--- config.mk ---
export PLATFORM = sky130hd
export DESIGN_NAME = advertising_data_scanner_core
export DESIGN_NICKNAME = d
export VERILOG_FILES = /design/src/rtl/adsc_pkg.sv /design/src/rtl/adsc_fifo.sv /design/src/rtl/adsc_front.sv /design/src/rtl/adsc_back.sv /design/src/rtl/advertising_data_scanner_core.sv
export SDC_FILE = /design/constraint.sdc
export NUM_CORES = 1
export LEC_CHECK = 0
export BUFFER_PORTS_ARGS = -buffer_cell sky130_fd_sc_hd__buf_2
export CORE_ASPECT_RATIO = 0.75
export CORE_MARGIN = 3
export CORE_UTILIZATION = 43
export DETAILED_ROUTE_END_ITERATION = 12
export HOLD_SLACK_MARGIN = 0.05
export PLACE_DENSITY = 0.57
export SLEW_MARGIN = 25
export SYNTH_ARGS = -nofsm -noshare
export SYNTH_HDL_FRONTEND = slang
export SYNTH_SLANG_ARGS = --single-unit
--- constraint.sdc ---
create_clock -name clock -period 5.05 [get_ports clock]
set_input_delay 0.2525 -clock clock [delete_from_list [all_inputs] [get_ports clock]]
set_output_delay 0.2525 -clock clock [all_outputs]
set_load 0.02 [all_outputs]
--- src/rtl/adsc_pkg.sv ---
// Package for the advertising data scanner: types, constants and register indexes.
package adsc_pkg;

   localparam int MAX_NAME_BYTES_DEFAULT = 32;
   localparam int CMD_QUEUE_DEPTH        = 2;
   localparam int RSP_QUEUE_DEPTH        = 2;

   localparam logic [7:0] TYPE_NAME  = 8'h09;
   localparam logic [7:0] TYPE_MANUF = 8'hff;

   localparam int CSR_INDEX_W = 3;
   localparam logic [CSR_INDEX_W-1:0] CSR_NAME_LENGTH  = 3'd0;
   localparam logic [CSR_INDEX_W-1:0] CSR_NAME_LOW     = 3'd1;
   localparam logic [CSR_INDEX_W-1:0] CSR_NAME_MID_LOW = 3'd2;
   localparam logic [CSR_INDEX_W-1:0] CSR_NAME_MID_HI  = 3'd3;
   localparam logic [CSR_INDEX_W-1:0] CSR_NAME_HIGH    = 3'd4;
   localparam logic [CSR_INDEX_W-1:0] CSR_MANUF_LENGTH = 3'd5;

   typedef enum logic [1:0] {
      PH_LEN  = 2'd0,
      PH_TYPE = 2'd1,
      PH_DATA = 2'd2
   } phase_type;

   // classified payload byte, as queued between front and back
   typedef struct packed {
      logic [7:0] payload_byte;
      logic       last_byte;
      logic       is_name;
      logic       is_manuf;
   } cmd_type;

   typedef struct packed {
      logic       name_match;
      logic       manufacturer_found;
      logic [7:0] manufacturer_offset;
   } rsp_type;

endpackage

--- src/rtl/adsc_fifo.sv ---
// Small register-based queue used between the scanner stages.
module adsc_fifo #(
   parameter int WIDTH = 8,
   parameter int DEPTH = 2
) (
   input  logic             clock,
   input  logic             reset,
   input  logic             push,
   input  logic [WIDTH-1:0] wr_data,
   input  logic             pop,
   output logic [WIDTH-1:0] rd_data,
   output logic             empty,
   output logic             full
);

   localparam int PTR_W = (DEPTH > 1) ? $clog2(DEPTH) : 1;
   localparam int CNT_W = $clog2(DEPTH + 1);

   logic [WIDTH-1:0] mem_ff [DEPTH];
   logic [PTR_W-1:0] wr_ptr_ff, wr_ptr_in;
   logic [PTR_W-1:0] rd_ptr_ff, rd_ptr_in;
   logic [CNT_W-1:0] count_ff, count_in;
   logic             do_push, do_pop;

   assign empty   = (count_ff == '0);
   assign full    = (count_ff == CNT_W'(DEPTH));
   assign do_push = push && !full;
   assign do_pop  = pop && !empty;
   assign rd_data = mem_ff[rd_ptr_ff];

   always_comb begin
      wr_ptr_in = wr_ptr_ff;
      rd_ptr_in = rd_ptr_ff;
      count_in  = count_ff;
      if (do_push) begin
         wr_ptr_in = (wr_ptr_ff == PTR_W'(DEPTH - 1)) ? '0 : wr_ptr_ff + 1'b1;
      end
      if (do_pop) begin
         rd_ptr_in = (rd_ptr_ff == PTR_W'(DEPTH - 1)) ? '0 : rd_ptr_ff + 1'b1;
      end
      if (do_push && !do_pop) begin
         count_in = count_ff + 1'b1;
      end else if (do_pop && !do_push) begin
         count_in = count_ff - 1'b1;
      end
   end

   always_ff @(posedge clock) begin
      if (reset) begin
         wr_ptr_ff <= '0;
         rd_ptr_ff <= '0;
         count_ff  <= '0;
      end else begin
         wr_ptr_ff <= wr_ptr_in;
         rd_ptr_ff <= rd_ptr_in;
         count_ff  <= count_in;
      end
   end

   always_ff @(posedge clock) begin
      if (do_push) begin
         mem_ff[wr_ptr_ff] <= wr_data;
      end
   end

endmodule

--- src/rtl/adsc_front.sv ---
// Front end: takes payload bytes and tags element type codes before queueing.
module adsc_front
   import adsc_pkg::*;
(
   input  logic       req_push,
   input  logic [7:0] req_payload_byte,
   input  logic       req_last_byte,
   output logic       req_full,
   input  logic       queue_full,
   output logic       queue_push,
   output cmd_type    queue_item
);

   assign req_full   = queue_full;
   assign queue_push = req_push && !queue_full;

   always_comb begin
      queue_item.payload_byte = req_payload_byte;
      queue_item.last_byte    = req_last_byte;
      queue_item.is_name      = (req_payload_byte == TYPE_NAME);
      queue_item.is_manuf     = (req_payload_byte == TYPE_MANUF);
   end

endmodule

--- src/rtl/adsc_back.sv ---
// Back end: walks length-type-value elements, compares the name, builds results.
module adsc_back
   import adsc_pkg::*;
#(
   parameter int MAX_NAME_BYTES = MAX_NAME_BYTES_DEFAULT
) (
   input  logic                   clock,
   input  logic                   reset,
   input  logic                   csr_valid,
   input  logic [CSR_INDEX_W-1:0] csr_index,
   input  logic [63:0]            csr_data,
   input  cmd_type                cmd,
   input  logic                   cmd_empty,
   output logic                   cmd_pop,
   input  logic                   rsp_full,
   output logic                   rsp_push,
   output rsp_type                rsp
);

   localparam int NIDX_W = (MAX_NAME_BYTES > 1) ? $clog2(MAX_NAME_BYTES) : 1;

   logic [5:0] name_length_ff;
   logic [7:0] manuf_length_ff;
   logic [7:0] name_ff [MAX_NAME_BYTES];

   phase_type  phase_ff, phase_in;
   logic [7:0] remaining_ff, remaining_in;
   logic [5:0] cmp_idx_ff, cmp_idx_in;
   logic       comparing_ff, comparing_in;
   logic       decided_ff, decided_in;
   logic       result_ff, result_in;
   logic       seen_ff, seen_in;
   logic [7:0] manuf_pos_ff, manuf_pos_in;
   logic [7:0] byte_pos_ff, byte_pos_in;

   logic [7:0] rem_dec;
   logic [5:0] idx_inc;
   logic [7:0] name_sel;
   logic       take;

   // configuration registers
   always_ff @(posedge clock) begin
      if (reset) begin
         name_length_ff  <= '0;
         manuf_length_ff <= '0;
         for (int i = 0; i < MAX_NAME_BYTES; i++) begin
            name_ff[i] <= '0;
         end
      end else if (csr_valid) begin
         if (csr_index == CSR_NAME_LENGTH) begin
            name_length_ff <= csr_data[5:0];
         end
         if (csr_index == CSR_MANUF_LENGTH) begin
            manuf_length_ff <= csr_data[7:0];
         end
         for (int i = 0; i < MAX_NAME_BYTES; i++) begin
            if (csr_index == CSR_INDEX_W'(CSR_NAME_LOW + i / 8)) begin
               name_ff[i] <= csr_data[8 * (i % 8) +: 8];
            end
         end
      end
   end

   assign take     = !cmd_empty && (!cmd.last_byte || !rsp_full);
   assign cmd_pop  = take;
   assign rsp_push = take && cmd.last_byte;
   assign rem_dec  = remaining_ff - 8'd1;
   assign idx_inc  = cmp_idx_ff + 6'd1;
   assign name_sel = name_ff[cmp_idx_ff[NIDX_W-1:0]];

   always_comb begin
      phase_in     = phase_ff;
      remaining_in = remaining_ff;
      cmp_idx_in   = cmp_idx_ff;
      comparing_in = comparing_ff;
      decided_in   = decided_ff;
      result_in    = result_ff;
      seen_in      = seen_ff;
      manuf_pos_in = manuf_pos_ff;
      byte_pos_in  = byte_pos_ff;
      rsp          = '0;

      if (take) begin
         case (phase_ff)
            PH_TYPE: begin
               remaining_in = rem_dec;
               if (!decided_ff && !comparing_ff && cmd.is_name &&
                   rem_dec == {2'b00, name_length_ff}) begin
                  cmp_idx_in = '0;
                  if (rem_dec == 8'd0) begin
                     decided_in = 1'b1;
                     result_in  = 1'b1;
                  end else begin
                     comparing_in = 1'b1;
                  end
               end
               if (!seen_ff && cmd.is_manuf && rem_dec == manuf_length_ff) begin
                  seen_in      = 1'b1;
                  manuf_pos_in = byte_pos_ff + 8'd1;
               end
               phase_in = (rem_dec == 8'd0) ? PH_LEN : PH_DATA;
            end
            PH_DATA: begin
               if (comparing_ff) begin
                  // out-of-range position or differing byte ends the compare
                  if (cmp_idx_ff >= 6'(MAX_NAME_BYTES) || cmd.payload_byte != name_sel) begin
                     decided_in   = 1'b1;
                     result_in    = 1'b0;
                     comparing_in = 1'b0;
                  end else begin
                     cmp_idx_in = idx_inc;
                     if (idx_inc == name_length_ff) begin
                        decided_in   = 1'b1;
                        result_in    = 1'b1;
                        comparing_in = 1'b0;
                     end
                  end
               end
               remaining_in = rem_dec;
               if (rem_dec == 8'd0) begin
                  phase_in = PH_LEN;
               end
            end
            default: begin
               remaining_in = cmd.payload_byte;
               phase_in     = PH_TYPE;
            end
         endcase
         byte_pos_in = byte_pos_ff + 8'd1;

         if (cmd.last_byte) begin
            rsp.name_match          = decided_in && result_in;
            rsp.manufacturer_found  = seen_in;
            rsp.manufacturer_offset = seen_in ? manuf_pos_in : 8'd0;
            phase_in     = PH_LEN;
            remaining_in = '0;
            cmp_idx_in   = '0;
            comparing_in = 1'b0;
            decided_in   = 1'b0;
            result_in    = 1'b0;
            seen_in      = 1'b0;
            manuf_pos_in = '0;
            byte_pos_in  = '0;
         end
      end
   end

   always_ff @(posedge clock) begin
      if (reset) begin
         phase_ff     <= PH_LEN;
         remaining_ff <= '0;
         cmp_idx_ff   <= '0;
         comparing_ff <= 1'b0;
         decided_ff   <= 1'b0;
         result_ff    <= 1'b0;
         seen_ff      <= 1'b0;
         manuf_pos_ff <= '0;
         byte_pos_ff  <= '0;
      end else begin
         phase_ff     <= phase_in;
         remaining_ff <= remaining_in;
         cmp_idx_ff   <= cmp_idx_in;
         comparing_ff <= comparing_in;
         decided_ff   <= decided_in;
         result_ff    <= result_in;
         seen_ff      <= seen_in;
         manuf_pos_ff <= manuf_pos_in;
         byte_pos_ff  <= byte_pos_in;
      end
   end

   a_cmp_not_decided: assert property (@(posedge clock) disable iff (reset)
      !(comparing_ff && decided_ff))
      else $error("name compare still running after verdict");

   a_manuf_pos_clear: assert property (@(posedge clock) disable iff (reset)
      !seen_ff |-> (manuf_pos_ff == 8'd0))
      else $error("manufacturer position set without a found element");

   a_rsp_has_room: assert property (@(posedge clock) disable iff (reset)
      rsp_push |-> !rsp_full)
      else $error("result written into a full queue");

   a_clear_after_last: assert property (@(posedge clock) disable iff (reset)
      (take && cmd.last_byte) |=> (phase_ff == PH_LEN && byte_pos_ff == 8'd0 && !seen_ff))
      else $error("scan state not cleared after payload end");

endmodule

--- src/rtl/advertising_data_scanner_core.sv ---
// Path: a last byte is registered in the command queue, then its result in the result
// queue, before the result is on the rsp_ ports; it can then be popped.
// Throughput: one payload byte per cycle, set by the element walker
// in the back end; a full result queue stalls only last bytes.
// Reset: synchronous, active high; clears the scan state, both queues and all
// configuration registers (name length, name bytes, manufacturer length) to zero.
// Top level of the advertising data scanner.
module advertising_data_scanner_core
   import adsc_pkg::*;
#(
   parameter int MAX_NAME_BYTES = MAX_NAME_BYTES_DEFAULT
) (
   input  logic                   clock,
   input  logic                   reset,
   input  logic                   req_push,
   output logic                   req_full,
   input  logic [7:0]             req_payload_byte,
   input  logic                   req_last_byte,
   output logic                   rsp_empty,
   input  logic                   rsp_pop,
   output logic                   rsp_name_match,
   output logic                   rsp_manufacturer_found,
   output logic [7:0]             rsp_manufacturer_offset,
   input  logic                   csr_valid,
   output logic                   csr_ready,
   input  logic [CSR_INDEX_W-1:0] csr_index,
   input  logic [63:0]            csr_data
);

   cmd_type cmd_wr, cmd_rd;
   rsp_type rsp_wr, rsp_rd;
   logic    cmd_push, cmd_pop, cmd_empty, cmd_full;
   logic    rsp_push, rsp_full;

   assign csr_ready = 1'b1;

   adsc_front u_front (
      .req_push         (req_push),
      .req_payload_byte (req_payload_byte),
      .req_last_byte    (req_last_byte),
      .req_full         (req_full),
      .queue_full       (cmd_full),
      .queue_push       (cmd_push),
      .queue_item       (cmd_wr)
   );

   adsc_fifo #(
      .WIDTH ($bits(cmd_type)),
      .DEPTH (CMD_QUEUE_DEPTH)
   ) u_cmd_queue (
      .clock   (clock),
      .reset   (reset),
      .push    (cmd_push),
      .wr_data (cmd_wr),
      .pop     (cmd_pop),
      .rd_data (cmd_rd),
      .empty   (cmd_empty),
      .full    (cmd_full)
   );

   adsc_back #(
      .MAX_NAME_BYTES (MAX_NAME_BYTES)
   ) u_back (
      .clock     (clock),
      .reset     (reset),
      .csr_valid (csr_valid),
      .csr_index (csr_index),
      .csr_data  (csr_data),
      .cmd       (cmd_rd),
      .cmd_empty (cmd_empty),
      .cmd_pop   (cmd_pop),
      .rsp_full  (rsp_full),
      .rsp_push  (rsp_push),
      .rsp       (rsp_wr)
   );

   adsc_fifo #(
      .WIDTH ($bits(rsp_type)),
      .DEPTH (RSP_QUEUE_DEPTH)
   ) u_rsp_queue (
      .clock   (clock),
      .reset   (reset),
      .push    (rsp_push),
      .wr_data (rsp_wr),
      .pop     (rsp_pop),
      .rd_data (rsp_rd),
      .empty   (rsp_empty),
      .full    (rsp_full)
   );

   assign rsp_name_match          = rsp_rd.name_match;
   assign rsp_manufacturer_found  = rsp_rd.manufacturer_found;
   assign rsp_manufacturer_offset = rsp_rd.manufacturer_offset;

endmodule

=== Yosys cells after proc, flatten, opt, wreduce, memory -nomap -nowiden ===
Memories as Yosys holds them, arrays and structs flattened. A register that Yosys moved wholly into a read port is not among the register bits.
Index checks and enable logic that the tools add are counted.

* Register bits after elaboration: 58
* Bits in writable memories: 298
* Bits of input ports: 81
* Output and inout port bits: 13
* Word-level logic and storage cells: 241
* Memories kept: 3

* Add/subtract/negate cells: 11
* $lt $le $gt $ge: 1
* Eq/ne operators: 20
* Mux-type cells: 113
* Bitwise gates (word level): 32
* Reductions and logical operators: 44

{| class="wikitable"
|+ Memory list
! name !! words !! bits a word !! rd ports !! clocked after memory_dff !! write ports !! RTL line !! text
|-
| u_back.name_ff || 32 || 8 || 1 || 1 || 32 || adsc_back.sv:24 || <nowiki>logic [7:0] name_ff [MAX_NAME_BYTES];</nowiki>
|-
| u_cmd_queue.mem_ff || 2 || 11 || 1 || 1 || 1 || adsc_fifo.sv:19 || <nowiki>logic [WIDTH-1:0] mem_ff [DEPTH];</nowiki>
|-
| u_rsp_queue.mem_ff || 2 || 10 || 1 || 1 || 1 || adsc_fifo.sv:19 ||
|}

{| class="wikitable"
|+ Operators by type and width
! kind !! number
|-
| $mux W8 || 39
|-
| $mux W1 || 54
|-
| $or A1 B1 Y1 || 32
|-
| $mux W6 || 4
|-
| $mux W10 || 2
|-
| $logic_and A1 B1 Y1 || 17
|-
| $mux W2 || 7
|-
| $logic_not A1 Y1 || 12
|-
| $pmux W6 S2 || 1
|-
| $mux W5 || 2
|-
| $ne A3 B1 Y1 const B || 3
|-
| $add A8 B1 Y8 const B || 1
|-
| $eq A8 B4 Y1 const B || 1
|-
| $eq A8 B6 Y1 || 1
|-
| $eq A8 B8 Y1 || 1
|-
| $eq A8 B8 Y1 const B || 1
|-
| $logic_not A8 Y1 || 1
|-
| $ne A8 B8 Y1 || 1
|-
| $sub A8 B1 Y8 const B || 1
|-
| $add A6 B1 Y6 const B || 1
|-
| $eq A2 B2 Y1 const B || 3
|-
| $eq A3 B2 Y1 const B || 2
|-
| $eq A3 B3 Y1 const B || 2
|-
| $eq A6 B6 Y1 || 1
|-
| other kinds (18) || 31
|}

=== Depth between registers and ports, before layout ===
* Depth in word-level cells: 10
* Depth in mapped cells: 13
* Gate-level depth less buffers: 10

=== Cells and area by module ===
From an unflattened synthesis, not the netlist that was laid out.

* Cells, all modules: 1237
* Area total of the unflattened synthesis: 16061.7 um2

{| class="wikitable"
|+ By module, submodules not included
! module !! instances !! cells each !! area each (um2) !! sequential area each (um2)
|-
| adsc_back || 1 || 1103 || 13987.2 || 8788.4
|-
| adsc_fifo at u_cmd_queue || 1 || 59 || 1007.2 || 760.7
|-
| adsc_fifo at u_rsp_queue || 1 || 56 || 935.9 || 700.7
|-
| adsc_front || 1 || 17 || 120.1 || 0.0
|-
| advertising_data_scanner_core || 1 || 2 || 11.3 || 0.0
|}

=== Least setup slack after synthesis ===
No wires, ideal clock.

* Kind: input-to-reg
* Start point: input port csr_index[1]
* End point: memory u_back.name_ff[24][0] (enable)
* Setup time: 0.499 ns
* Arrival: 3.419 ns
* Data required time: 4.551 ns
* Path slack: 1.132 ns
* Stages: 2
* Buffers on the path: 0
* Path through: nand3b_1 o21bai_1

{| class="wikitable"
|+ RTL lines
! element !! RTL line !! text
|-
| start: declaration || advertising_data_scanner_core.sv:26 || <nowiki>input logic [CSR_INDEX_W-1:0] csr_index,</nowiki>
|-
| end: declaration || adsc_back.sv:24 ||
|}

==> results.py <==
metrics = {
    "setup_path": {
        "critical_path.max_fanout": 45,
        "cp-start-kind": "flop",
        "cp.arrival_ps": 3920,
        "cpMaxStageDelayCell": "dfxtp_4",
        "max_stage_delay_ps": 930,
        "crit_type": "reg2reg",
        "crit_chain": "mux4_1 -> o22ai_1 -> a31oi_1 -> a21o_1 -> a211oi_2 -> and4_1 -> nand3_1 -> a2111oi_2",
        "cp_num_buf_inv": 0,
        "cp-end-kind": "flop",
        "required_ps": 5360,
        "critPathTopFamily": "compound AO/OA/AOI/OAI gates",
        "rrSetupSlack_ps": 1440,
    },
    "placed_design": {
        "place_congestion": 0.861,
        "place_area_um2": 17300,
        "port-buffer-count": 92,
        "post-place-cells": 1798,
        "dp_hpwl_mm": 25.5,
        "place_ws_ps": 1420,
    },
    "clock_network": {
        "path_clk_slew_ps": 60,
        "postCtsSetupBuffers": 0,
        "worstSkewPairLatency_ps": 540,
        "cts_made_buffers": 38,
        "cts_sinks": 363,
        "holdBufCountCts": 21,
        "clockBufferDepth": 3,
        "h-tree-depth": 2,
        "cts_resized": 0,
        "cts_root_buffer": "clkbuf_16",
        "cts_tree": "done",
    },
    "job": {
        "maxCapViolCount": 0,
    },
    "cells_and_area": {
        "final_layout_size_suffix_gt1_share_pct": 18.4,
        "stdcell_count": 1888,
        "num-fill-cells": 3334,
        "fin_area_um2": 18700,
        "syn_to_final_growth_pct": 15.0,
        "num_antenna_cells": 0,
        "final_net_count": 1445,
    },
    "floorplan": {
        "fp.dieW_um": 231,
        "dieArea_um2": 40300,
        "die_h_um": 175,
        "initial_utilization_pct": 43.8,
        "rows": 61,
        "core_area_um2": 37200,
        "io_pins": 94,
    },
    "sta": {
        "tns_ps": 0,
        "finalWorstSetupSlack_ps": 1440,
        "fmax_mhz": 277,
        "tightestPinTransition_ps": 1040,
        "period_needed_ps": 3610,
        "rsz0062_at_grt": "false",
        "skew_ps": 17.6,
        "finalCritPeriodShare_pct": 71.5,
        "slew_violations": 0,
        "setup_viol": 0,
        "hold_viol_final": 0,
        "slew_headroom_pct": 30.9,
    },
    "synthesis": {
        "synth_cells": 1251,
        "async_reset_ff_share_pct": 0,
        "synth_most_common_cell": "edfxtp_1",
        "yosys_warnings": 0,
        "ys_types": 63,
        "synth_commonest_cells": "edfxtp_1 (298), nor2_1 (216), inv_1 (82)",
        "syn_area_um2": 16300,
        "synth_edf_count": 298,
        "yosysTopAreaCell": "edfxtp_1",
        "synthTopCellsByArea": "edfxtp_1 (55%), dfxtp_1 (8.0%), mux4_2 (7.3%)",
        "synth_nets": 1341,
        "yosysSeqAreaShare_pct": 62.9,
        "yosys_register_bits": 363,
        "avgSynthCellArea_um2": 13.0,
        "synth_top_area_share_pct": 54.9,
        "synth-main-ff-cell": "edfxtp_1",
    },
    "route": {
        "drtIter0Drc": 816,
        "vias": 10000,
        "viasPerCell": 5.30,
        "drc": 0,
        "antenna_left": 0,
        "routed_wl_mm": 39.0,
        "post_drt_wl_per_cell_um": 20.6,
        "dr.pass1.iters": 5,
    },
    "power": {
        "seqPwrFrac_pct": 47.1,
        "p_clk_share_pct": 36.3,
        "p_int_uw": 5760,
        "p_leak_uw": 0.00678,
        "comb_power_share_pct": 16.7,
        "ir_worst_vdd_v": 0.000224,
        "powerDensity_nw_per_um2": 420,
        "p_sw_share_pct": 26.8,
        "netSwitchingPower_uw": 2110,
    },
    "global_route": {
        "grt_pass1_vias": 10000,
        "antenna_found_initial": 0,
        "grtUsageTotal_pct": 19.5,
        "grt-ovfl-total": 0,
        "grt_pass1_wl_mm": 60.2,
        "grt_max_degree": 65,
    },
    "worst_hold_path": {
        "hp-class": "in2reg",
    },
    "run_status": {
        "outcome": "finished clean",
    },
}
## routing by layer
metal,vias up,part of all wire [%],track usage (%)
met5,-,0,0
met4,0,1.7,4.46
met3,53,6.3,3.91
met2,304,45,29.3
met1,4932,47,29.5
li1,4726,-,-
## power by group through the flow
stage	logic, µW	registers (µW)	clock network [µW]
finish	1310	3700	2850
global placement	1280	3770	0
floorplan	953	3680	0
global route	1450	3740	3040
CTS	1320	3710	2910
detailed placement	1300	3770	0
## logic make-up (layout without fill, tap and decap cells)
group,Yosys count,count (layout),synth area share [%]
flops,363,363,62.9
compound gates,116,116,4.74
simple gates,440,440,12.9
buf+inv,154,287,4.02
other cells,1,1,0.0230
xor+xnor,51,51,2.99
fa+ha+maj,9,9,0.691
mux,117,117,11.8
## flip-flops by register name (all words and copies together) (netlist names), 2 cells and up, named ones only
name                    cells
u_back.byte_pos_ff          8
u_back.cmp_idx_ff           6
u_back.manuf_length_ff      8
u_back.manuf_pos_ff         8
u_back.name_ff            256
u_back.name_length_ff       6
u_back.phase_ff             2
u_back.remaining_ff         8
u_cmd_queue.count_ff        2
u_cmd_queue.mem_ff         22
u_rsp_queue.count_ff        2
u_rsp_queue.mem_ff         20
## cells in the final DEF (no fill, tap or decap), drive strengths merged, types with 3 or more instances in the layout
master       netlist  final
a211oi             4      4
a21o               3      3
a21oi             36     36
a22oi             21     21
a31oi              6      6
a32oi              4      4
and3               6      6
and4               3      3
buf               33    113
bufinv             0      4
clkbuf            37     55
clkinv             2     11
dfxtp             65     65
dlygate4sd3        0     21
edfxtp           298    298
ha                 9      9
inv               82     82
mux2              15     15
mux2i             45     45
mux4              57     57
nand2             52     52
nand2b            75     75
nand3             19     19
nand3b             8      8
nand4             14     14
nor2             216    216
nor2b              7      7
nor3              13     13
nor3b              4      4
nor4               6      6
o211ai             6      6
o21ai             10     10
o22ai             11     11
o32ai              3      3
or3                4      4
or3b               3      3
xnor2             27     27
xnor3              3      3
xor2              21     21
## metrics by stage
stage	util (%)	power, µW	hold slack, ps
floorplan	-	4630	351
global placement	46.3	5050	454
detailed placement	46.3	5070	463
CTS	50.3	7940	51.5
global route	50.3	8230	79.9
finish	50.3	7870	74.2
## cell type report
type                    instances  area (µm²)  share of cell area [%]
clock inverters                14         166                   0.888
clock buffers                  55        1100                    5.86
inverters                      84         315                    1.68
flip-flops and latches        363       10300                    54.8
well taps                     504         631                    3.37
repair buffers                134         843                    4.50
multi-input cells             734        5420                    28.9
## worst paths after layout
check / to / cells past startpoint / start
min reg2reg: u_back.manuf_length_ff[7] / 2 / u_back.manuf_length_ff[7]
min: u_back.name_ff[22][1] / 3 / csr_data[49]
max: u_rsp_queue.mem_ff[1][9] / 8 / flop
max reg2reg: u_rsp_queue.mem_ff[1][9] / 8 / flop
## worst reg2reg max path: stages, from the launching register on
cell	delay [ps]
dfxtp_4	930
mux4_1	680
o22ai_1	200
a31oi_1	80
a21o_1	230
a211oi_2	330
and4_1	380
nand3_1	130
a2111oi_2	440
(Power assumes the default switching activity.)
